## config.mk

```make
export PLATFORM = sky130hd
export DESIGN_NAME = range_alias_translate_core
export DESIGN_NICKNAME = d
export VERILOG_FILES = /design/src/rtl/rat_pkg.sv /design/src/rtl/rat_ram.sv /design/src/rtl/rat_datapath.sv /design/src/rtl/rat_ctrl.sv /design/src/rtl/range_alias_translate_core.sv
export SDC_FILE = /design/constraint.sdc
export NUM_CORES = 2
export LEC_CHECK = 0
export ABC_AREA = 0
export BUFFER_PORTS_ARGS = -buffer_cell sky130_fd_sc_hd__buf_4
export CORE_MARGIN = 4
export CORE_UTILIZATION = 45
export CTS_BUF_LIST = sky130_fd_sc_hd__clkbuf_16
export DETAILED_ROUTE_END_ITERATION = 10
export HOLD_SLACK_MARGIN = 0.12
export SKIP_LAST_GASP = 1
export SYNTH_ARGS = -nofsm -noshare
export SYNTH_HDL_FRONTEND = slang
export SYNTH_SLANG_ARGS = --single-unit
```

## constraint.sdc

```tcl
create_clock -name clk_i -period 33.8 [get_ports clk_i]
set_clock_uncertainty 0.05 [all_clocks]
set_input_delay 6.76 -clock clk_i [delete_from_list [all_inputs] [get_ports clk_i]]
set_output_delay 6.76 -clock clk_i [all_outputs]
set_load 0.1 [all_outputs]
```

## src/rtl/rat_pkg.sv

```systemverilog
// Package for the range alias translation table: word types, controller
// command and status structs, state enum and shared constants.
// No dependencies.
`default_nettype none

package rat_pkg;

  // Default table depth
  localparam int unsigned TableEntriesDef = 16;

  // Width of the entries_in_use register
  localparam int unsigned CfgW = 5;

  // Request type codes
  localparam logic ReqLookup = 1'b0;
  localparam logic ReqWrite  = 1'b1;

  // Input word
  typedef struct packed {
    logic        req_type;
    logic [3:0]  entry_index;
    logic        entry_live;
    logic [63:0] entry_base;
    logic [63:0] entry_length;
    logic [63:0] entry_alias;
    logic [63:0] lookup_address;
    logic [63:0] access_size;
  } req_t;

  // Result word
  typedef struct packed {
    logic        hit;
    logic [63:0] alias_address;
  } rsp_t;

  // One stored table entry (live bit kept apart in flops)
  typedef struct packed {
    logic [63:0] alias_base;
    logic [63:0] length;
    logic [63:0] base;
  } entry_t;

  // Controller states
  typedef enum logic [1:0] {
    StIdle,
    StScan,
    StResult
  } ctrl_state_e;

  // Commands from controller to datapath
  typedef struct packed {
    logic wr_en;      // store the input word's entry
    logic lk_load;    // capture lookup address and size
    logic rd_en;      // read one entry into the compare pipe
    logic flush;      // drop everything in the compare pipe
    logic res_clear;  // result := miss
    logic res_hit;    // result := hit with the pipe's sum
    logic out_load;   // move result into the output register
  } ctrl_cmd_t;

  // Status from datapath to controller
  typedef struct packed {
    logic match;  // last pipe stage holds a containing live entry
    logic busy;   // some pipe stage still holds an entry
  } dp_status_t;

endpackage

`default_nettype wire

```

## src/rtl/rat_ram.sv

```systemverilog
// Generic single-write, single-read RAM with registered read data.
// No dependencies.
`default_nettype none

module rat_ram #(
  parameter int unsigned Width = 8,
  parameter int unsigned Depth = 16,
  localparam int unsigned AddrW = (Depth > 1) ? $clog2(Depth) : 1
) (
  input  wire logic             clk_i,
  input  wire logic             we_i,
  input  wire logic [AddrW-1:0] waddr_i,
  input  wire logic [Width-1:0] wdata_i,
  input  wire logic             re_i,
  input  wire logic [AddrW-1:0] raddr_i,
  output logic      [Width-1:0] rdata_o
);

  logic [Width-1:0] mem_q [Depth];
  logic [Width-1:0] rdata_q;

  // Write port
  always_ff @(posedge clk_i) begin
    if (we_i) begin
      mem_q[waddr_i] <= wdata_i;
    end
  end

  // Registered read port
  always_ff @(posedge clk_i) begin
    if (re_i) begin
      rdata_q <= mem_q[raddr_i];
    end
  end

  assign rdata_o = rdata_q;

endmodule

`default_nettype wire

```

## src/rtl/rat_datapath.sv

```systemverilog
// Datapath of the range alias table: entry RAM, live bits, three-stage
// containment compare, result and output registers.
// Depends on rat_pkg and rat_ram.
`default_nettype none

module rat_datapath #(
  parameter int unsigned TableEntries = rat_pkg::TableEntriesDef,
  localparam int unsigned IdxW = (TableEntries > 1) ? $clog2(TableEntries) : 1
) (
  input  wire logic                clk_i,
  input  wire logic                rst_ni,
  input  wire rat_pkg::req_t       in_word_i,
  input  wire rat_pkg::ctrl_cmd_t  cmd_i,
  input  wire logic [IdxW-1:0]     rd_addr_i,
  output rat_pkg::dp_status_t      status_o,
  output rat_pkg::rsp_t            out_word_o
);

  import rat_pkg::*;

  // Write address and range check
  logic [31:0]     wr_idx;
  logic [IdxW-1:0] wr_addr;
  logic            wr_in_range;
  logic            ram_we;
  entry_t          wr_entry;
  entry_t          rd_entry;

  assign wr_idx      = 32'(in_word_i.entry_index);
  assign wr_addr     = wr_idx[IdxW-1:0];
  assign wr_in_range = wr_idx < TableEntries;
  assign ram_we      = cmd_i.wr_en && wr_in_range;

  assign wr_entry.alias_base = in_word_i.entry_alias;
  assign wr_entry.length     = in_word_i.entry_length;
  assign wr_entry.base       = in_word_i.entry_base;

  rat_ram #(
    .Width ($bits(entry_t)),
    .Depth (TableEntries)
  ) u_entry_ram (
    .clk_i   (clk_i),
    .we_i    (ram_we),
    .waddr_i (wr_addr),
    .wdata_i (wr_entry),
    .re_i    (cmd_i.rd_en),
    .raddr_i (rd_addr_i),
    .rdata_o (rd_entry)
  );

  // Live bits, cleared at reset
  logic live_q [TableEntries];

  always_ff @(posedge clk_i or negedge rst_ni) begin
    if (!rst_ni) begin
      for (int i = 0; i < TableEntries; i++) begin
        live_q[i] <= 1'b0;
      end
    end else if (ram_we) begin
      live_q[wr_addr] <= in_word_i.entry_live;
    end
  end

  // Lookup operands
  logic [63:0] lk_addr_q;
  logic [63:0] lk_size_q;

  always_ff @(posedge clk_i) begin
    if (cmd_i.lk_load) begin
      lk_addr_q <= in_word_i.lookup_address;
      lk_size_q <= in_word_i.access_size;
    end
  end

  // Pipe valids: stage 1 = RAM output, stage 2 = differences, stage 3 = decision
  logic v1_q, v2_q, v3_q;

  always_ff @(posedge clk_i or negedge rst_ni) begin
    if (!rst_ni) begin
      v1_q <= 1'b0;
      v2_q <= 1'b0;
      v3_q <= 1'b0;
    end else if (cmd_i.flush) begin
      v1_q <= 1'b0;
      v2_q <= 1'b0;
      v3_q <= 1'b0;
    end else begin
      v1_q <= cmd_i.rd_en;
      v2_q <= v1_q;
      v3_q <= v2_q;
    end
  end

  // Stage 1: live bit read alongside the RAM
  logic live1_q;

  always_ff @(posedge clk_i) begin
    if (cmd_i.rd_en) begin
      live1_q <= live_q[rd_addr_i];
    end
  end

  // Stage 1 -> 2: offset into entry and room left for the access
  logic        ge1, szok1;
  logic [63:0] off1, room1;

  assign ge1   = lk_addr_q >= rd_entry.base;
  assign off1  = lk_addr_q - rd_entry.base;
  assign szok1 = lk_size_q <= rd_entry.length;
  assign room1 = rd_entry.length - lk_size_q;

  logic        live2_q, ge2_q, szok2_q;
  logic [63:0] off2_q, room2_q, alias2_q;

  always_ff @(posedge clk_i) begin
    live2_q  <= live1_q;
    ge2_q    <= ge1;
    szok2_q  <= szok1;
    off2_q   <= off1;
    room2_q  <= room1;
    alias2_q <= rd_entry.alias_base;
  end

  // Stage 2 -> 3: containment decision and translated address
  logic        match2;
  logic [63:0] sum2;

  assign match2 = live2_q && ge2_q && szok2_q && (off2_q <= room2_q);
  assign sum2   = alias2_q + off2_q;

  logic        match3_q;
  logic [63:0] sum3_q;

  always_ff @(posedge clk_i) begin
    match3_q <= match2;
    sum3_q   <= sum2;
  end

  assign status_o.match = v3_q && match3_q;
  assign status_o.busy  = v1_q || v2_q || v3_q;

  // Result register
  rsp_t res_q;

  always_ff @(posedge clk_i) begin
    if (cmd_i.res_clear) begin
      res_q <= '0;
    end else if (cmd_i.res_hit) begin
      res_q.hit           <= 1'b1;
      res_q.alias_address <= sum3_q;
    end
  end

  // Output register
  rsp_t out_q;

  always_ff @(posedge clk_i) begin
    if (cmd_i.out_load) begin
      out_q <= res_q;
    end
  end

  assign out_word_o = out_q;

endmodule

`default_nettype wire

```

## src/rtl/rat_ctrl.sv

```systemverilog
// Controller of the range alias table: handshakes, entries_in_use
// register, scan counter and sequencing state machine.
// Depends on rat_pkg.
`default_nettype none

module rat_ctrl #(
  parameter int unsigned TableEntries = rat_pkg::TableEntriesDef,
  localparam int unsigned IdxW = (TableEntries > 1) ? $clog2(TableEntries) : 1
) (
  input  wire logic                     clk_i,
  input  wire logic                     rst_ni,
  input  wire logic                     cfg_we_i,
  input  wire logic [rat_pkg::CfgW-1:0] cfg_wdata_i,
  input  wire logic                     in_valid_i,
  output logic                          in_ready_o,
  input  wire logic                     in_req_type_i,
  output logic                          out_valid_o,
  input  wire logic                     out_ready_i,
  input  wire rat_pkg::dp_status_t      status_i,
  output rat_pkg::ctrl_cmd_t            cmd_o,
  output logic [IdxW-1:0]               rd_addr_o
);

  import rat_pkg::*;

  localparam int unsigned CntW = $clog2(TableEntries + 1);

  // Configuration register
  logic [CfgW-1:0] cfg_q;

  always_ff @(posedge clk_i or negedge rst_ni) begin
    if (!rst_ni) begin
      cfg_q <= '0;
    end else if (cfg_we_i) begin
      cfg_q <= cfg_wdata_i;
    end
  end

  // Entries to scan, capped at the table depth
  logic [31:0] scan_len;

  assign scan_len = (32'(cfg_q) > TableEntries) ? 32'(TableEntries) : 32'(cfg_q);

  ctrl_state_e     state_q, state_d;
  logic [CntW-1:0] cnt_q, cnt_d;
  logic            out_valid_q, out_valid_d;
  logic            issuing;
  logic            out_free;

  assign issuing  = 32'(cnt_q) < scan_len;
  assign out_free = !out_valid_q || out_ready_i;

  // State, counter and output valid registers
  always_ff @(posedge clk_i or negedge rst_ni) begin
    if (!rst_ni) begin
      state_q     <= StIdle;
      cnt_q       <= '0;
      out_valid_q <= 1'b0;
    end else begin
      state_q     <= state_d;
      cnt_q       <= cnt_d;
      out_valid_q <= out_valid_d;
    end
  end

  // Next state and commands
  always_comb begin
    state_d     = state_q;
    cnt_d       = cnt_q;
    cmd_o       = '0;
    in_ready_o  = 1'b0;
    out_valid_d = out_valid_q && !out_ready_i;

    case (state_q)
      StIdle: begin
        in_ready_o = 1'b1;
        if (in_valid_i) begin
          cmd_o.res_clear = 1'b1;
          cnt_d           = '0;
          if (in_req_type_i == ReqWrite) begin
            cmd_o.wr_en = 1'b1;
            state_d     = StResult;
          end else begin
            cmd_o.lk_load = 1'b1;
            state_d       = (scan_len == 32'd0) ? StResult : StScan;
          end
        end
      end

      StScan: begin
        if (status_i.match) begin
          // first containing entry wins; later ones in the pipe are dropped
          cmd_o.res_hit = 1'b1;
          cmd_o.flush   = 1'b1;
          state_d       = StResult;
        end else if (issuing) begin
          cmd_o.rd_en = 1'b1;
          cnt_d       = cnt_q + 1'b1;
        end else if (!status_i.busy) begin
          state_d = StResult;
        end
      end

      StResult: begin
        if (out_free) begin
          cmd_o.out_load = 1'b1;
          out_valid_d    = 1'b1;
          state_d        = StIdle;
        end
      end

      default: begin
        state_d = StIdle;
      end
    endcase
  end

  assign rd_addr_o   = cnt_q[IdxW-1:0];
  assign out_valid_o = out_valid_q;

`ifndef NO_ASSERTIONS
  // Compare pipe only holds entries during a scan
  a_busy_in_scan: assert property (@(posedge clk_i) disable iff (!rst_ni)
    status_i.busy |-> state_q == StScan)
    else $error("compare pipe busy outside scan");

  // Scan counter never runs past the entries to scan
  a_cnt_bound: assert property (@(posedge clk_i) disable iff (!rst_ni)
    state_q == StScan |-> 32'(cnt_q) <= scan_len)
    else $error("scan counter past entry count");

  // An accepted write answers directly
  a_write_result: assert property (@(posedge clk_i) disable iff (!rst_ni)
    (in_valid_i && in_ready_o && in_req_type_i == ReqWrite) |=> state_q == StResult)
    else $error("write not followed by result");

  // Output register never overwritten while a word waits
  a_no_overwrite: assert property (@(posedge clk_i) disable iff (!rst_ni)
    cmd_o.out_load |-> (!out_valid_q || out_ready_i))
    else $error("output word overwritten");
`endif

endmodule

`default_nettype wire

```

## src/rtl/range_alias_translate_core.sv

```systemverilog
// Top level of the range alias translation table.
// Depends on rat_pkg, rat_ctrl and rat_datapath.
//
// Usage:
//  - Input channel (in_valid_i/in_ready_o, in_word_i): one word is either a
//    table write (req_type 1) or a lookup (req_type 0).
//  - Output channel (out_valid_o/out_ready_i, out_word_o): exactly one word
//    per input word, in order. Writes answer hit 0, address 0.
//  - cfg_we_i/cfg_wdata_i set entries_in_use; write it only while idle.
//  - An accepted write goes straight to the result state, with no scan.
//  - A lookup reads one entry per cycle from the entry RAM into a
//    three-stage compare pipe, scanning entries 0 to N-1 with N =
//    min(entries_in_use, TABLE_ENTRIES); the first hit ends the scan, and
//    an N of 0 answers a miss with no scan. One item is in work at a time:
//    the next word is accepted only once the last result is loaded.
//  - The output register holds a finished word: the next item is accepted
//    while it waits, and that item's result waits for out_ready_i.
//  - Reset clears entries_in_use and every live bit; entry contents are
//    not cleared and need no clearing pass.
`default_nettype none

module range_alias_translate_core #(
  parameter int unsigned TABLE_ENTRIES = rat_pkg::TableEntriesDef
) (
  input  wire logic                     clk_i,
  input  wire logic                     rst_ni,
  input  wire logic                     cfg_we_i,
  input  wire logic [rat_pkg::CfgW-1:0] cfg_wdata_i,
  input  wire logic                     in_valid_i,
  output logic                          in_ready_o,
  input  wire rat_pkg::req_t            in_word_i,
  output logic                          out_valid_o,
  input  wire logic                     out_ready_i,
  output rat_pkg::rsp_t                 out_word_o
);

  import rat_pkg::*;

  localparam int unsigned IdxW = (TABLE_ENTRIES > 1) ? $clog2(TABLE_ENTRIES) : 1;

  ctrl_cmd_t       cmd;
  dp_status_t      status;
  logic [IdxW-1:0] rd_addr;

  rat_ctrl #(
    .TableEntries (TABLE_ENTRIES)
  ) u_ctrl (
    .clk_i         (clk_i),
    .rst_ni        (rst_ni),
    .cfg_we_i      (cfg_we_i),
    .cfg_wdata_i   (cfg_wdata_i),
    .in_valid_i    (in_valid_i),
    .in_ready_o    (in_ready_o),
    .in_req_type_i (in_word_i.req_type),
    .out_valid_o   (out_valid_o),
    .out_ready_i   (out_ready_i),
    .status_i      (status),
    .cmd_o         (cmd),
    .rd_addr_o     (rd_addr)
  );

  rat_datapath #(
    .TableEntries (TABLE_ENTRIES)
  ) u_datapath (
    .clk_i      (clk_i),
    .rst_ni     (rst_ni),
    .in_word_i  (in_word_i),
    .cmd_i      (cmd),
    .rd_addr_i  (rd_addr),
    .status_o   (status),
    .out_word_o (out_word_o)
  );

endmodule

`default_nettype wire

```

; Word level (Yosys, flattened, before mapping)
; Memory sizes are Yosys's and may differ from the RTL's. A register that Yosys moved wholly into a read port is not among the register bits.
; Index checks and enable logic that the tools add are counted.
[word_totals]
latchBits = 0
inputBits = 336
mem_count = 1
register_bits = 551
rom_bits = 0
ramBits = 3072
word_cells = 119
[op_classes]
n_eq_ne = 8
n_mux = 40
reduce_logical = 17
add_sub_neg = 4
n_shift = 0
order_cmp = 9
n_div = 0
n_bitwise = 2
multipliers = 0
[mem_list]
columns = memory, words, word_bits, read_ports, rd_ports_with_merged_regs, write_ports, line_no
row1 = u_datapath.u_entry_ram.mem_q, 16, 192, 1, 1, 1, rat_ram.sv:19  ; logic [Width-1:0] mem_q [Depth];
[op_table]
columns = op, count
row1 = 64-bit <= comparator, 2
row2 = 64-bit subtractor, 2
row3 = 64-bit adder, 1
row4 = 64-bit greater-or-equal comparator, 1
row5 = 32-bit logical NOT, 1
row6 = 5-bit by 32-bit less-than comparator with 1-bit output, 1
row7 = 1-bit two-way mux, 21
row8 = 2-bit two-way mux, 10
row9 = 5-bit two-way mux, 4
row10 = 16-bit bitwise mux, 1
row11 = "5-bit greater-or-equal comparator, second input constant", 2
row12 = 4-bit NOT with 5-bit output, 2
row13 = 5-bit case mux with 2 select lines, 1
row14 = 4-bit AND reduction, 2
row15 = 1-bit logical AND, 7
row16 = "3-bit != test, second input constant", 2
row17 = 2-bit case mux with 3 select lines, 1
row18 = "5-bit by 1-bit adder with 5-bit output, second input constant", 1
row19 = "5-bit > comparator, second input constant", 1
row20 = "4-bit by 5-bit less-than comparator with 1-bit output, second input constant", 1
row21 = "5-bit by 1-bit less-than comparator with 1-bit output, second input constant", 1
row22 = 1-bit binary-select mux with 4-bit select, 1
row23 = 1-bit demux with 4-bit select, 1
row24 = "2-bit by 1-bit != test with 1-bit output, second input constant", 2
row25 = 7 further kinds, 11

; Logic depth before layout (Yosys ltp)
[depth]
depth_word = 7
ltp_mapped = 13
ltp_nobuf = 13

; Cells and area by module
; Synthesis repeated with hierarchy kept, for this count alone.
[unflattened]
cells_unflattened = 7776
hier_area_um2 = 148623.8
[modules_own_cells]
columns = module, seq_area_each_um2, area_per_inst_um2, cells_each, n_inst
row1 = rat_ram, 98014.0, 120724.5, 5024, 1
row2 = rat_datapath, 12807.3, 27078.5, 2668, 1
row3 = rat_ctrl, 325.3, 820.8, 84, 1

; Worst setup path before layout
; Ideal clock, no wire load.
[synth_timing]
kind = input to register
from = in in_valid_i
to = reg u_datapath.live_q[15] (netlist name)
required_ns = 33.617
n_path_buf = 1
t_arrival_ns = 22.179
slack_ns = 11.438
stages = 6
cell_sequence = and2_1 -> clkbuf_1 -> nand2_1 -> or3_1 -> nor3_1 -> mux2_2
[synth_via]
elab_chain_len = 3
[synth_lines]
columns = element, line_no
row1 = start: declaration, range_alias_translate_core.sv:29  ; input wire logic in_valid_i,
row2 = 2-bit two-way mux, rat_ctrl.sv:77  ; if (in_valid_i) begin
row3 = 2-bit two-way mux, rat_ctrl.sv:74  ; case (state_q)
row4 = 1-bit logical AND, rat_datapath.sv:32  ; assign ram_we = cmd_i.wr_en && wr_in_range;
row5 = end signal: indexed assignment, rat_datapath.sv:60  ; live_q[wr_addr] <= in_word_i.entry_live;
row6 = end: declaration, rat_datapath.sv:52  ; logic live_q [TableEntries];
; Every way passes these cells.
; A chain may end at the register's enable or synchronous reset.

; Worst setup path after layout
[layout_timing]
from = in in_valid_i
to = mem u_datapath.u_entry_ram.mem_q[13][113] (netlist name), enable pin
[layout_via]
elab_chain_len = 5
[layout_lines]
columns = element, line_no
row1 = 2-bit two-way mux, rat_ctrl.sv:77
row2 = 2-bit two-way mux, rat_ctrl.sv:74
row3 = 1-bit logical AND, rat_datapath.sv:32
row4 = 1-bit two-way mux, rat_ram.sv:24  ; if (we_i) begin
row5 = 1-bit two-way mux (implied by the code), rat_ram.sv:25  ; mem_q[waddr_i] <= wdata_i;
row6 = end: declaration, rat_ram.sv:19
; Every way passes these cells.

==> PnR_summary.wiki <==
{| class="wikitable"
! Metric !! Value
|-
| Final weighted congestion of routability-driven global placement || 0.879
|-
| Largest incremental delay on the critical path || 820 ps
|-
| Worst Reg2Reg Path Length in Cells || 12
|-
| Global-route wire length before repair || 591 mm
|-
| Core utilization of the finished layout || 51.5%
|-
| Residual DRC count || 0
|-
| CP Depth || 11
|-
| CP Class || in -> reg
|-
| Kind of cell adding the most delay to the critical path || buffers and inverters
|-
| Via-per-instance ratio || 5.91
|-
| Syn nets || 9316
|-
| Number of nets in the layout || 9831
|-
| Register share of total power || 42.5%
|-
| Primary FF master, synth || edfxtp_1
|-
| Maximum number of pins on one net before global-route repair || 123
|-
| Flop2flop setup slack || 25540 ps
|-
| Mean instance size in the synthesized netlist || 17.3 µm²
|-
| Fmax achieved || 0.0921 GHz
|-
| Final setup violation count || 0
|-
| Final Hold Violating Endpoints || 0
|-
| Clock Latency Late Sink || 970 ps
|-
| CTS tree || yes
|-
| Worst Hold Path EP || u_datapath.alias2_q[55]
|-
| Hold-fix buffer count after cts || 0
|-
| Cell variety after synth || 80
|-
| Worst-path cell with the longest stage delay || buf_4
|-
| TritonCTS sink count || 3815
|-
| Die height || 586 µm
|-
| Antenna violations before repair || 49
|-
| Combinational group share of total power || 26.0%
|-
| Initial detailed-routing violation count || 8210
|-
| Internal Power || 9.40 mW
|-
| Fraction of registers with async set/reset || 0.839%
|-
| Net Sw Power || 4.24 mW
|-
| Worst min-delay path startpoint || u_datapath.u_entry_ram.rdata_o[183]
|-
| Max VDD drop || 67.9 µV
|-
| Number of buffers added on ports || 402
|-
| Drt wl/cell || 29.7 µm
|-
| Highest fanout seen on the critical path || 69
|-
| Relative slew margins || 24.8%
|-
| Unrepaired setup endpoints after global routing || false
|-
| Static leakage || 59.2 nW
|-
| TNS Setup || 0 ps
|-
| Portion of the post-synthesis area used by sequential elements || 73.9%
|-
| Sort of element at the end of the critical path || flop
|-
| Flip-flop and latch count after synthesis || 3815
|-
| Ratio of total power to cell area || 79.5 mW/mm²
|-
| End of the worst register-to-register path || u_datapath.u_entry_ram.rdata_o[77]
|-
| Startpoint of the worst-slack reg-to-reg timing path || u_ctrl.cnt_q[0]
|-
| Io pins || 403
|-
| Required time reported for the critical path endpoint || 34320 ps
|-
| Final design instance area without fill || 0.172 mm²
|-
| Bufs on Longest Clock Path || 4
|-
| Worst Max-Slew Pin Slew || 1130 ps
|-
| Critical Path AT || 11370 ps
|-
| Count of flip-flops with a built-in enable after synthesis || 3458
|-
| Fraction of final layout cells sized beyond drive strength 1 || 18.4%
|-
| Critical path buffers and inverters || 6
|-
| Cells on Worst Hold Path || 0
|-
| Worst Setup Start Kind || input pin
|-
| Clock network power share || 31.5%
|-
| Result of the run || finished, final reports clean
|-
| Area inside the core boundary || 0.333 mm²
|-
| Final antenna-violating net count || 0
|-
| Part of the cycle the worst path needs || 32.1%
|-
| Synth warnings || 0
|-
| P&R area growth vs syn || 14.1%
|-
| Rows || 212
|-
| Gr usage total || 23.7%
|-
| Post-DP HPWL || 253 mm
|-
| Effective utilization at floorplan || 45.1%
|-
| Vias in the first global route || 80702
|-
| Clock Pin Slew Worst Setup and Hold Paths || 60 ps
|-
| CP cell instances || buf_4, and2_2, buf_4, nand2_1, nor2_1, nand2_1, nor2_4, buf_4, buf_4, buf_4, buf_4
|-
| CTS H-tree lvls || 5
|-
| Final Max Slew Viols || 0
|-
| Hold Path Class || reg -> reg
|-
| Library cell appearing most often on the critical path || buf_4
|-
| Cell area after technology mapping || 0.150 mm²
|-
| Inserted Clock Buffers || 395
|-
| Total power || 13.6 mW
|-
| MaxCap Viol Count || 0
|-
| Initial DRT Pass Iterations || 6
|-
| Clock tree root driver cell || clkbuf_16
|-
| Post-Place Cell Area || 0.159 mm²
|-
| Post-synthesis instance total || 8717
|-
| Setup repair bufs after CTS || 0
|-
| Total length of routed wires || 415 mm
|-
| Residual overflow from global routing || 0
|-
| Routed via count || 82499
|-
| Count of cells resized by post-cts repair || 0
|-
| Die outline area || 0.344 mm²
|-
| Final critical path time including I/O delays and setup || 10850 ps
|-
| Switching share of power || 31.1%
|-
| Die span in x || 586 µm
|}
==> flip-flops by register name (all words and copies together), names as in the netlist, 2 cells and up <==
| register | flops |
|---|---|
| u_datapath.out_word_o | 65 |
| u_datapath.u_entry_ram.rdata_o | 192 |
| u_ctrl.cfg_q | 5 |
| u_datapath.sum3_q | 64 |
| u_datapath.room2_q | 64 |
| u_datapath.live_q | 16 |
| u_ctrl.cnt_q | 5 |
| u_datapath.lk_addr_q | 64 |
| u_datapath.res_q | 65 |
| u_datapath.off2_q | 64 |
| u_datapath.alias2_q | 64 |
| u_datapath.lk_size_q | 64 |
| u_datapath.u_entry_ram.mem_q | 3072 |
| u_ctrl.state_q | 2 |
==> logic make-up after synthesis <==
logic type | count (synthesis) | synth area share, %
AO/OA/AOI/OAI | 1709 | 7.20
XOR/XNOR | 176 | 1.03
adder cells (fa/ha/maj) | 263 | 2.20
buffers and inverters | 651 | 1.63
flip-flops | 3815 | 73.9
multiplexers | 1180 | 11.2
AND/OR/NAND/NOR | 923 | 2.79
==> layer usage <==
layer / part of all wire [%] / global-route usage (%)
met5: 0.047 / 0
met2: 47 / 37.1
met4: 2.8 / 6.26
met1: 43 / 34.6
met3: 7.4 / 3.89
==> synthesized netlist by cell type, drive strengths merged, types with 29 or more instances <==
library cell  count  area share (%)
edfxtp         3458              69
xnor2           103            0.60
clkbuf          326            0.81
a21o            144            0.72
a22oi           195            0.97
ha              260             2.2
nor2b            35            0.15
nand2           464             1.2
a31oi            30            0.14
nand2b           29            0.12
nor3             36            0.12
dfxtp           325             4.3
mux2            213             1.6
mux2i           581             3.9
o21ai           498             1.7
nand4            64            0.27
dfrtp            32            0.53
buf              80            0.20
o21bai           40            0.20
inv             245            0.61
a21oi           461             1.5
mux4            386             5.8
a221oi          201             1.2
xor2             73            0.43
nor2            140            0.35
nand3            56            0.19
==> cell usage in the layout (no fill, tap or decap), types with 200 or more instances in the layout <==
master / n
mux2_2: 213
dfxtp_1: 325
a221oi_1: 200
nand2_1: 462
mux4_2: 386
a21oi_1: 461
edfxtp_1: 3458
buf_4: 510
ha_1: 260
o21ai_0: 493
clkbuf_16: 401
mux2i_1: 581
inv_1: 323
==> power groups by stage <==
stage	clock, mW	combinational (mW)	sequential, mW
floorplan	0	2.38	5.89
finish	4.29	3.55	5.80
CTS	4.37	3.56	5.80
global placement	0	3.52	5.89
detailed placement	0	3.55	5.89
global route	4.58	3.83	5.81
==> per-stage QoR <==
stage	hold WS [ps]	std cells	worst slack, ps
2_1_floorplan	273	8717	11440
3_3_place_gp	276	13222	21730
3_5_place_dp	278	13222	21920
4_1_cts	291	13948	22930
5_1_grt	295	13950	22680
6_report	287	13964	22950
==> cell type report <==
| class | count | area (µm²) |
|---|---|---|
| Antenna cell | 16 | 40.0 |
| Clock buffer | 401 | 10000 |
| Clock inverter | 325 | 2820 |
| Fill cell | 26888 | 162000 |
| Inverter | 245 | 920 |
| Multi-Input combinational cell | 4251 | 37000 |
| Sequential cell | 3815 | 111000 |
| Tap cell | 4387 | 5490 |
| Timing Repair Buffer | 524 | 4110 |
==> how the worst max path moves through the flow <==
stage,startpoint,to,slack (ps)
2_1_floorplan,in_valid_i,u_datapath.live_q[15],11440
3_3_place_gp,in_valid_i,u_datapath.u_entry_ram.mem_q[13][113],21730
3_5_place_dp,in_valid_i,u_datapath.u_entry_ram.mem_q[13][113],21920
4_1_cts,in_valid_i,u_datapath.u_entry_ram.mem_q[13][113],22930
5_1_grt,in_valid_i,u_datapath.u_entry_ram.mem_q[13][91],22680
6_report,in_valid_i,u_datapath.u_entry_ram.mem_q[13][113],22950
No activity file was read; power rests on OpenSTA's default activity.
